==> src/rtl/deq_pkg.sv <==
// Shared constants, types and helpers for the double-ended queue.
`timescale 1ns / 1ps
`default_nettype none
package deq_pkg;

    localparam int DEPTH   = 16;
    localparam int DATA_W  = 32;
    localparam int FIELD_W = 32;
    localparam int POS_W   = 4;
    localparam int CMD_W   = 3;
    localparam int CNT_OUT_W = 5;
    localparam int STAT_W  = 2;

    localparam int ADDR_W  = $clog2(DEPTH);
    localparam int CNT_W   = $clog2(DEPTH + 1);
    localparam int STORE_W = (DATA_W < FIELD_W) ? DATA_W : FIELD_W;
    localparam int OFF_W   = (CNT_W > POS_W) ? CNT_W : POS_W;

    typedef enum logic [CMD_W-1:0] {
        CMD_PUSH_FRONT = 3'd0,
        CMD_PUSH_BACK  = 3'd1,
        CMD_POP_FRONT  = 3'd2,
        CMD_POP_BACK   = 3'd3,
        CMD_READ       = 3'd4,
        CMD_CLEAR      = 3'd5
    } t_cmd;

    typedef enum logic [STAT_W-1:0] {
        STAT_OK    = 2'd0,
        STAT_FULL  = 2'd1,
        STAT_EMPTY = 2'd2,
        STAT_RANGE = 2'd3
    } t_status;

    typedef enum logic [1:0] {
        ST_IDLE,
        ST_FETCH,
        ST_LOAD
    } t_state;

    typedef logic [ADDR_W-1:0]  t_addr;
    typedef logic [CNT_W-1:0]   t_cnt;
    typedef logic [OFF_W-1:0]   t_off;
    typedef logic [STORE_W-1:0] t_data;

    typedef struct packed {
        logic  we;
        t_addr waddr;
        t_data wdata;
        logic  re_a;
        t_addr raddr_a;
        logic  re_b;
        t_addr raddr_b;
    } t_mem_req;

    typedef struct packed {
        t_data rdata_a;
        t_data rdata_b;
    } t_mem_rsp;

    // Ring slot at an offset from the head; offset below DEPTH for live slots.
    function automatic t_addr slot_at(t_addr head, t_off off);
        logic [OFF_W:0] sum;
        sum = (OFF_W + 1)'(head) + (OFF_W + 1)'(off);
        if (sum >= (OFF_W + 1)'(DEPTH)) begin
            sum = sum - (OFF_W + 1)'(DEPTH);
        end
        return sum[ADDR_W-1:0];
    endfunction

endpackage
`default_nettype wire

==> src/rtl/deq_if.sv <==
// Request and result channel interfaces of the double-ended queue.
`timescale 1ns / 1ps
`default_nettype none
interface deq_cmd_if;
    logic                        valid;
    logic                        ready;
    logic [deq_pkg::CMD_W-1:0]   cmd;
    logic [deq_pkg::FIELD_W-1:0] push_value;
    logic [deq_pkg::POS_W-1:0]   read_position;

    modport source (output valid, output cmd, output push_value, output read_position,
                    input ready);
    modport sink   (input valid, input cmd, input push_value, input read_position,
                    output ready);
endinterface

interface deq_res_if;
    logic                          valid;
    logic                          ready;
    logic [deq_pkg::FIELD_W-1:0]   read_value;
    logic [deq_pkg::FIELD_W-1:0]   front_value;
    logic [deq_pkg::FIELD_W-1:0]   back_value;
    logic [deq_pkg::CNT_OUT_W-1:0] item_count;
    logic [deq_pkg::STAT_W-1:0]    status;

    modport source (output valid, output read_value, output front_value,
                    output back_value, output item_count, output status, input ready);
    modport sink   (input valid, input read_value, input front_value,
                    input back_value, input item_count, input status, output ready);
endinterface
`default_nettype wire

==> src/rtl/double_ended_queue_top.sv <==
// Top level of the ring-buffer double-ended queue.
// The sequencer writes at acceptance in ST_IDLE, reads front and back through the
//   two read ports of the element store in ST_FETCH, and registers the result in
//   ST_LOAD once the output register is free; requests are taken only in ST_IDLE.
// The next request is accepted while a result still waits in the output register.
// Reset (synchronous, active low) clears head, count, sequencer and result valid;
//   element store contents are not cleared and are only used once written.
`timescale 1ns / 1ps
`default_nettype none
module double_ended_queue_top (
    input wire logic i_clk,
    input wire logic i_rst_n,
    deq_cmd_if.sink   i_cmd,
    deq_res_if.source o_res
);

    // memory request/response between sequencer and store
    deq_pkg::t_mem_req mem_req;
    deq_pkg::t_mem_rsp mem_rsp;

    // sequencer: decodes each request, owns head/count and the result register
    deq_ctrl u_ctrl (
        .i_clk     (i_clk),
        .i_rst_n   (i_rst_n),
        .i_cmd     (i_cmd),
        .o_res     (o_res),
        .o_mem_req (mem_req),
        .i_mem_rsp (mem_rsp)
    );

    // element store: registered reads
    deq_mem u_mem (
        .i_clk (i_clk),
        .i_req (mem_req),
        .o_rsp (mem_rsp)
    );

endmodule
`default_nettype wire

==> src/rtl/deq_mem.sv <==
// Element store: one write port, two registered read ports.
`timescale 1ns / 1ps
`default_nettype none
module deq_mem (
    input  wire logic              i_clk,
    input  wire deq_pkg::t_mem_req i_req,
    output deq_pkg::t_mem_rsp      o_rsp
);

    deq_pkg::t_data r_mem [deq_pkg::DEPTH];
    deq_pkg::t_data r_rdata_a;
    deq_pkg::t_data r_rdata_b;

    always_ff @(posedge i_clk) begin
        if (i_req.we) begin
            r_mem[i_req.waddr] <= i_req.wdata;
        end
    end

    always_ff @(posedge i_clk) begin
        if (i_req.re_a) begin
            r_rdata_a <= r_mem[i_req.raddr_a];
        end
        if (i_req.re_b) begin
            r_rdata_b <= r_mem[i_req.raddr_b];
        end
    end

    assign o_rsp.rdata_a = r_rdata_a;
    assign o_rsp.rdata_b = r_rdata_b;

endmodule
`default_nettype wire

==> src/rtl/deq_ctrl.sv <==
// Command sequencer: pointer and count update, memory access and result register.
`timescale 1ns / 1ps
`default_nettype none
module deq_ctrl (
    input  wire logic              i_clk,
    input  wire logic              i_rst_n,
    deq_cmd_if.sink                i_cmd,
    deq_res_if.source              o_res,
    output deq_pkg::t_mem_req      o_mem_req,
    input  wire deq_pkg::t_mem_rsp i_mem_rsp
);

    deq_pkg::t_state  r_state, n_state;
    deq_pkg::t_addr   r_head, n_head;
    deq_pkg::t_cnt    r_count, n_count;
    deq_pkg::t_status r_status, n_status;
    logic             r_read_ok, n_read_ok;
    deq_pkg::t_data   r_read_hold;

    logic                          r_out_valid;
    logic [deq_pkg::FIELD_W-1:0]   r_out_read;
    logic [deq_pkg::FIELD_W-1:0]   r_out_front;
    logic [deq_pkg::FIELD_W-1:0]   r_out_back;
    logic [deq_pkg::CNT_OUT_W-1:0] r_out_count;
    deq_pkg::t_status              r_out_status;

    logic           cmd_acc;
    logic           out_free;
    logic           do_write;
    deq_pkg::t_addr wr_addr;
    logic           is_full;
    logic           is_empty;

    assign i_cmd.ready = (r_state == deq_pkg::ST_IDLE);
    assign cmd_acc     = i_cmd.valid && i_cmd.ready;
    assign out_free    = !r_out_valid || o_res.ready;
    assign is_full     = (r_count >= deq_pkg::CNT_W'(deq_pkg::DEPTH));
    assign is_empty    = (r_count == '0);

    // next state
    always_comb begin
        n_state = r_state;
        case (r_state)
            deq_pkg::ST_IDLE: begin
                if (cmd_acc) n_state = deq_pkg::ST_FETCH;
            end
            deq_pkg::ST_FETCH: begin
                n_state = deq_pkg::ST_LOAD;
            end
            deq_pkg::ST_LOAD: begin
                if (out_free) n_state = deq_pkg::ST_IDLE;
            end
            default: n_state = deq_pkg::ST_IDLE;
        endcase
    end

    // command decode against the current head and count
    always_comb begin
        n_head    = r_head;
        n_count   = r_count;
        n_status  = deq_pkg::STAT_OK;
        n_read_ok = 1'b0;
        do_write  = 1'b0;
        wr_addr   = r_head;
        case (deq_pkg::t_cmd'(i_cmd.cmd))
            deq_pkg::CMD_PUSH_FRONT: begin
                if (is_full) begin
                    n_status = deq_pkg::STAT_FULL;
                end else begin
                    n_head   = (r_head == '0) ? deq_pkg::ADDR_W'(deq_pkg::DEPTH - 1)
                                              : r_head - deq_pkg::ADDR_W'(1);
                    wr_addr  = n_head;
                    do_write = 1'b1;
                    n_count  = r_count + deq_pkg::CNT_W'(1);
                end
            end
            deq_pkg::CMD_PUSH_BACK: begin
                if (is_full) begin
                    n_status = deq_pkg::STAT_FULL;
                end else begin
                    wr_addr  = deq_pkg::slot_at(r_head, deq_pkg::t_off'(r_count));
                    do_write = 1'b1;
                    n_count  = r_count + deq_pkg::CNT_W'(1);
                end
            end
            deq_pkg::CMD_POP_FRONT: begin
                if (is_empty) begin
                    n_status = deq_pkg::STAT_EMPTY;
                end else begin
                    n_head  = deq_pkg::slot_at(r_head, deq_pkg::t_off'(1));
                    n_count = r_count - deq_pkg::CNT_W'(1);
                end
            end
            deq_pkg::CMD_POP_BACK: begin
                if (is_empty) begin
                    n_status = deq_pkg::STAT_EMPTY;
                end else begin
                    n_count = r_count - deq_pkg::CNT_W'(1);
                end
            end
            deq_pkg::CMD_READ: begin
                if (is_empty) begin
                    n_status = deq_pkg::STAT_EMPTY;
                end else if (deq_pkg::t_off'(i_cmd.read_position)
                             >= deq_pkg::t_off'(r_count)) begin
                    n_status = deq_pkg::STAT_RANGE;
                end else begin
                    n_read_ok = 1'b1;
                end
            end
            deq_pkg::CMD_CLEAR: begin
                n_head  = '0;
                n_count = '0;
            end
            default: begin
            end
        endcase
    end

    // memory requests per state; front/back are read after the update lands
    always_comb begin
        o_mem_req         = '0;
        o_mem_req.waddr   = wr_addr;
        o_mem_req.wdata   = i_cmd.push_value[deq_pkg::STORE_W-1:0];
        o_mem_req.raddr_a = r_head;
        o_mem_req.raddr_b = r_head;
        case (r_state)
            deq_pkg::ST_IDLE: begin
                o_mem_req.we      = cmd_acc && do_write;
                o_mem_req.re_a    = cmd_acc;
                o_mem_req.raddr_a = deq_pkg::slot_at(r_head,
                                        deq_pkg::t_off'(i_cmd.read_position));
            end
            deq_pkg::ST_FETCH: begin
                o_mem_req.re_a    = 1'b1;
                o_mem_req.raddr_a = r_head;
                o_mem_req.re_b    = 1'b1;
                o_mem_req.raddr_b = deq_pkg::slot_at(r_head,
                                        deq_pkg::t_off'(r_count - deq_pkg::CNT_W'(1)));
            end
            default: begin
            end
        endcase
    end

    always_ff @(posedge i_clk) begin
        if (!i_rst_n) begin
            r_state     <= deq_pkg::ST_IDLE;
            r_head      <= '0;
            r_count     <= '0;
            r_out_valid <= 1'b0;
        end else begin
            r_state <= n_state;
            if (cmd_acc) begin
                r_head  <= n_head;
                r_count <= n_count;
            end
            if (r_state == deq_pkg::ST_LOAD && out_free) begin
                r_out_valid <= 1'b1;
            end else if (o_res.ready) begin
                r_out_valid <= 1'b0;
            end
        end
    end

    always_ff @(posedge i_clk) begin
        if (cmd_acc) begin
            r_status  <= n_status;
            r_read_ok <= n_read_ok;
        end
        if (r_state == deq_pkg::ST_FETCH) begin
            r_read_hold <= r_read_ok ? i_mem_rsp.rdata_a : '0;
        end
        if (r_state == deq_pkg::ST_LOAD && out_free) begin
            r_out_read   <= deq_pkg::FIELD_W'(r_read_hold);
            r_out_front  <= is_empty ? '0 : deq_pkg::FIELD_W'(i_mem_rsp.rdata_a);
            r_out_back   <= is_empty ? '0 : deq_pkg::FIELD_W'(i_mem_rsp.rdata_b);
            r_out_count  <= deq_pkg::CNT_OUT_W'(r_count);
            r_out_status <= r_status;
        end
    end

    assign o_res.valid       = r_out_valid;
    assign o_res.read_value  = r_out_read;
    assign o_res.front_value = r_out_front;
    assign o_res.back_value  = r_out_back;
    assign o_res.item_count  = r_out_count;
    assign o_res.status      = r_out_status;

    a_count_bound: assert property (@(posedge i_clk) disable iff (!i_rst_n)
        r_count <= deq_pkg::CNT_W'(deq_pkg::DEPTH))
        else $error("count above depth");

    a_write_on_accept: assert property (@(posedge i_clk) disable iff (!i_rst_n)
        o_mem_req.we |-> cmd_acc)
        else $error("memory write without a request");

    a_full_push_drop: assert property (@(posedge i_clk) disable iff (!i_rst_n)
        (cmd_acc && is_full && (i_cmd.cmd == deq_pkg::CMD_PUSH_FRONT ||
                                i_cmd.cmd == deq_pkg::CMD_PUSH_BACK))
        |=> ($stable(r_count) && $stable(r_head)))
        else $error("push into full queue changed state");

    a_load_stall: assert property (@(posedge i_clk) disable iff (!i_rst_n)
        (r_state == deq_pkg::ST_LOAD && !out_free)
        |=> (r_state == deq_pkg::ST_LOAD && r_out_valid))
        else $error("result lost under back-pressure");

endmodule
`default_nettype wire

==> src/flat_wrapper.sv <==
// flat-port wrapper written by rule: the top's interface ports become plain ports
module double_ended_queue_top_flat 
  (i_clk, i_rst_n, i_cmd_valid, i_cmd_cmd, i_cmd_push_value, i_cmd_read_position, i_cmd_ready, o_res_valid, o_res_read_value, o_res_front_value, o_res_back_value, o_res_item_count, o_res_status, o_res_ready);
  deq_cmd_if i_cmd_i ();
  deq_res_if o_res_i ();
  input wire logic i_clk;
  input wire logic i_rst_n;
  input wire logic [$bits(i_cmd_i.valid)-1:0] i_cmd_valid;
  input wire logic [$bits(i_cmd_i.cmd)-1:0] i_cmd_cmd;
  input wire logic [$bits(i_cmd_i.push_value)-1:0] i_cmd_push_value;
  input wire logic [$bits(i_cmd_i.read_position)-1:0] i_cmd_read_position;
  output wire logic [$bits(i_cmd_i.ready)-1:0] i_cmd_ready;
  output wire logic [$bits(o_res_i.valid)-1:0] o_res_valid;
  output wire logic [$bits(o_res_i.read_value)-1:0] o_res_read_value;
  output wire logic [$bits(o_res_i.front_value)-1:0] o_res_front_value;
  output wire logic [$bits(o_res_i.back_value)-1:0] o_res_back_value;
  output wire logic [$bits(o_res_i.item_count)-1:0] o_res_item_count;
  output wire logic [$bits(o_res_i.status)-1:0] o_res_status;
  input wire logic [$bits(o_res_i.ready)-1:0] o_res_ready;
  assign i_cmd_i.valid = i_cmd_valid;
  assign i_cmd_i.cmd = i_cmd_cmd;
  assign i_cmd_i.push_value = i_cmd_push_value;
  assign i_cmd_i.read_position = i_cmd_read_position;
  assign i_cmd_ready = i_cmd_i.ready;
  assign o_res_valid = o_res_i.valid;
  assign o_res_read_value = o_res_i.read_value;
  assign o_res_front_value = o_res_i.front_value;
  assign o_res_back_value = o_res_i.back_value;
  assign o_res_item_count = o_res_i.item_count;
  assign o_res_status = o_res_i.status;
  assign o_res_i.ready = o_res_ready;
  double_ended_queue_top u_core (.i_clk(i_clk), .i_rst_n(i_rst_n), .i_cmd(i_cmd_i), .o_res(o_res_i));
endmodule
==> config.mk <==
export PLATFORM = sky130hd
export DESIGN_NAME = double_ended_queue_top_flat
export DESIGN_NICKNAME = d
export VERILOG_FILES = /design/src/rtl/deq_pkg.sv /design/src/rtl/deq_if.sv /design/src/rtl/double_ended_queue_top.sv /design/src/rtl/deq_mem.sv /design/src/rtl/deq_ctrl.sv /design/src/flat_wrapper.sv
export SDC_FILE = /design/constraint.sdc
export NUM_CORES = 1
export LEC_CHECK = 0
export ABC_AREA = 1
export BUFFER_PORTS_ARGS = -buffer_cell sky130_fd_sc_hd__buf_4
export CAP_MARGIN = 20
export CELL_PAD_IN_SITES_DETAIL_PLACEMENT = 1
export CELL_PAD_IN_SITES_GLOBAL_PLACEMENT = 1
export CORE_UTILIZATION = 50
export DETAILED_ROUTE_END_ITERATION = 6
export PLACE_DENSITY_LB_ADDON = 0.1
export SLEW_MARGIN = 20
export SYNTH_ARGS = -nofsm -noshare
export SYNTH_HDL_FRONTEND = slang
export SYNTH_HIERARCHICAL = 1
export SYNTH_SLANG_ARGS = --single-unit
==> constraint.sdc <==
create_clock -name i_clk -period 24.6 [get_ports i_clk]
set_clock_uncertainty 0.05 [all_clocks]
set_input_delay 2.46 -clock i_clk [delete_from_list [all_inputs] [get_ports i_clk]]
set_output_delay 2.46 -clock i_clk [all_outputs]
set_load 0.01 [all_outputs]
==> impl_metrics.ini <==
[power_and_ir_drop]
p_switching_mw = 1.01
intPower_mw = 2.25
swShare_pct = 30.9
clkPwrFrac_pct = 35.1
irDropWorstVdd_mv = 0.0809
powerDensity_nw_per_um2 = 81.6
leakage_nw = 17.7
p_seq_share_pct = 44.9
pwr-share-comb_pct = 20.0

[setup_path]
worst-setup-path-type = in -> reg
required_ns = 25.04
timing.rr.end = u_core/u_mem/r_rdata_b[13]$_DFFE_PP_
r2r_cells = 12
r2r-start = u_core/u_ctrl/r_state[0]$_SDFFE_PN0P_
worst_setup_path_start_kind = primary input
cp-end-kind = flip-flop
cp.arrival_ns = 6.04
r2r_setup_slack_ns = 19.27
cp_max_fo = 78

[sta]
maxSlewHeadroom_pct = 21.5
finalHoldViolations = 0
setup_violations = 0
fmax_mhz = 178
rsz0062_at_grt = false
period_needed_ns = 5.61
post-route-period-util_pct = 22.8
setup_tns_ns = 0
worst_slew_pin_slew_ns = 1.18
slew_viol_final = 0

[placed_design]
gp_congestion = 0.831
dp_hpwl_mm = 65.0
portBuffers = 147
place_inst = 4859

[clocking]
cts_sinks = 726
cts_resized = 0
cts_tree = yes
hold_buffers = 0
clk_pin_slew_ns = 0.06
clock_path_buffers = 3
htreeDepth = 3
cts_made_buffers = 79
clock_latency_ns = 0.62
postCtsSetupRepairBufs = 0
clockRootBuffer = clkbuf_16

[global_routing]
grt_use_total_pct = 32.0
grt_first_pass_wirelength_mm = 177
first_global_vias = 28843
grt_max_degree = 179
gr-total-overflow = 0
antenna_found_initial = 12

[route]
routed_wl_mm = 118
vias_per_cell = 5.68
vias = 28411
drtIter0Drc = 2797
route.detailed.drc = 0
drtPass1Iterations = 5
wire_per_inst_um = 23.5
final_antenna_net_count = 0

[worst_hold_path]
min_path_cells = 0
min_to = u_core/u_ctrl/o_res.read_value[9]$_DFFE_PP_
hold_path.startpoint = u_core/u_ctrl/r_read_hold[9]$_SDFFCE_PN0P_
hp-class = reg -> reg

[synthesis]
postSynth.asyncResetShare_pct = 0
syn_nets = 4037
synth_cells = 3973
synth_compound_area_share_pct = 0.435
yosysMostFrequentCell = nand2_1
muxShareOfSynthArea_pct = 0
synth_adder_area_share_pct = 0.787
synth_top_family_by_area = simple AND/OR/NAND/NOR gates
netlist_area_um2 = 36200
synth-edff-count = 714
ys_ff_latch = 726
synth_area_leaders = edfxtp_1 (59%), nand2_1 (13%), nand3_1 (13%), inv_1 (6.6%), buf_6 (1.6%)
ys_seq_area_share_pct = 59.8
synth_area_per_cell_um2 = 9.12
yosys-top-cells-count = nand2_1 (1275), nand3_1 (930), edfxtp_1 (714)
yosys.cell_types.count = 37
synthSimpleGateAreaFrac_pct = 27.3
synth-warning-count = 6
synth_top_area_share_pct = 59.2
synthXorXnorAreaFrac_pct = 0.169
yosysTopAreaCell = edfxtp_1
ys.flop_type = edfxtp_1

[floorplan]
die_x_um = 271
rows = 98
coreArea_um2 = 71600
die_y_um = 271
die_area_um2 = 73500
pin_count = 148
start_util_pct = 50.6

[final_layout]
fillerInstances = 8222
syn_to_final_growth_pct = 10.1
final_nets = 4055
final-seq-area_um2 = 21700
drive_above_1_share_pct = 8.93
multiInputGateArea_um2 = 10600
final_cells = 5005

[job]
maxCapViolCount = 0

[status]
status = finished clean
[worst max-delay path, stage by stage]
cell,delay [ns]
buf_4,0.12
ha_1,0.21
fa_1,0.44
nand2_1,0.12
o21ai_4,0.06
buf_4,0.42
inv_4,0.68
buf_4,0.94
nand3_1,0.21
nand3_1,0.12
nand3_1,0.08
nand2_1,0.10
[power groups by stage]
stage	clock network, mW	logic [mW]	registers [mW]
floorplan	0	0.448	1.46
global placement	0	0.622	1.49
detailed placement	0	0.637	1.49
CTS	1.16	0.642	1.46
global route	1.20	0.704	1.46
finish	1.14	0.651	1.46
[state kept, by name, summed over array words and instances (netlist names), 5 cells and up]
register / flops
u_core/u_ctrl/r_read_hold: 32
u_core/u_ctrl/o_res.back_value: 32
u_core/u_mem/r_rdata_b: 32
u_core/u_ctrl/o_res.item_count: 5
u_core/u_mem/r_mem: 512
u_core/u_mem/r_rdata_a: 32
u_core/u_ctrl/o_res.front_value: 32
u_core/u_ctrl/r_count: 5
u_core/u_ctrl/o_res.read_value: 32
[layout make-up]
cell class | instances | area share, %
well taps | 950 | 2.98
multi-input cells | 2338 | 26.6
clock buffers | 107 | 5.51
flip-flops and latches | 726 | 54.3
clock inverters | 37 | 0.643
inverters | 650 | 6.17
diodes | 1 | 0.00627
repair buffers | 196 | 3.74
[placed cells by master, fill, tap and decap left out, types with 2 or more instances in the layout]
cell,Yosys,routed
edfxtp_1,714,714
bufinv_16,0,3
ha_1,18,18
nor2_1,50,34
o21ai_4,0,5
nand2_1,1275,1272
dfxtp_1,12,12
o21ai_0,11,7
nand3_1,930,930
clkbuf_16,0,84
inv_2,11,11
a21oi_1,8,7
clkinv_2,0,17
nand3_4,2,3
fa_1,3,3
nand3b_1,2,2
inv_1,636,633
o211ai_1,3,3
clkbuf_1,24,22
clkinv_1,0,16
inv_8,0,2
nand4_1,6,6
xor2_1,3,3
nand2_2,2,4
nand2_4,4,5
inv_4,3,3
xnor2_1,4,4
nor2_4,5,21
buf_4,52,194
[cells by family after synthesis]
| group | after synthesis |
|---|---|
| DFF | 726 |
| and+or+nand+nor | 2282 |
| AOI/OAI and AO/OA | 28 |
| buffers and inverters | 909 |
| adders and majority gates | 21 |
| xor gates and xnor gates | 7 |
[per-layer routing]
| layer | up-vias | track usage (%) | share of wire (%) |
|---|---|---|---|
| met5 | - | 0 | 0.077 |
| met4 | 12 | 9.17 | 2.6 |
| met3 | 227 | 5.56 | 8.1 |
| met2 | 1150 | 51.3 | 46 |
| met1 | 14150 | 45.0 | 44 |
| li1 | 12872 | - | - |
[stage by stage]
| step | setup WS, ns | power, mW | utilization, % | instance area, um2 | hold slack, ns |
|---|---|---|---|---|---|
| 6_report | 18.99 | 3.26 | 55.7 | 39900 | 0.357 |
| 5_1_grt | 18.91 | 3.37 | 55.7 | 39900 | 0.374 |
| 4_1_cts | 19.06 | 3.26 | 55.7 | 39900 | 0.357 |
| 3_5_place_dp | 18.42 | 2.12 | 52.3 | 37400 | 0.356 |
| 3_3_place_gp | 18.54 | 2.11 | 52.3 | 37400 | 0.352 |
| 2_1_floorplan | 14.39 | 1.91 | - | 36200 | 0.350 |
[worst max path at each step]
| stage | startpoint | to | slack [ns] |
|---|---|---|---|
| 3_5_place_dp | i_cmd_read_position[0] | u_core/u_mem/r_rdata_a[22]$_DFFE_PP_ | 18.42 |
| 3_3_place_gp | i_cmd_read_position[0] | u_core/u_mem/r_rdata_a[18]$_DFFE_PP_ | 18.54 |
| 4_1_cts | i_cmd_read_position[0] | u_core/u_mem/r_rdata_a[9]$_DFFE_PP_ | 19.06 |
| 6_report | i_cmd_read_position[0] | u_core/u_mem/r_rdata_a[22]$_DFFE_PP_ | 18.99 |
| 5_1_grt | i_cmd_read_position[0] | u_core/u_mem/r_rdata_a[19]$_DFFE_PP_ | 18.91 |
| 2_1_floorplan | o_res_ready | u_core/u_ctrl/o_res.back_value[0]$_SDFFCE_PN0P_ | 14.39 |
Note: power is estimated with default switching activity, not from simulation.
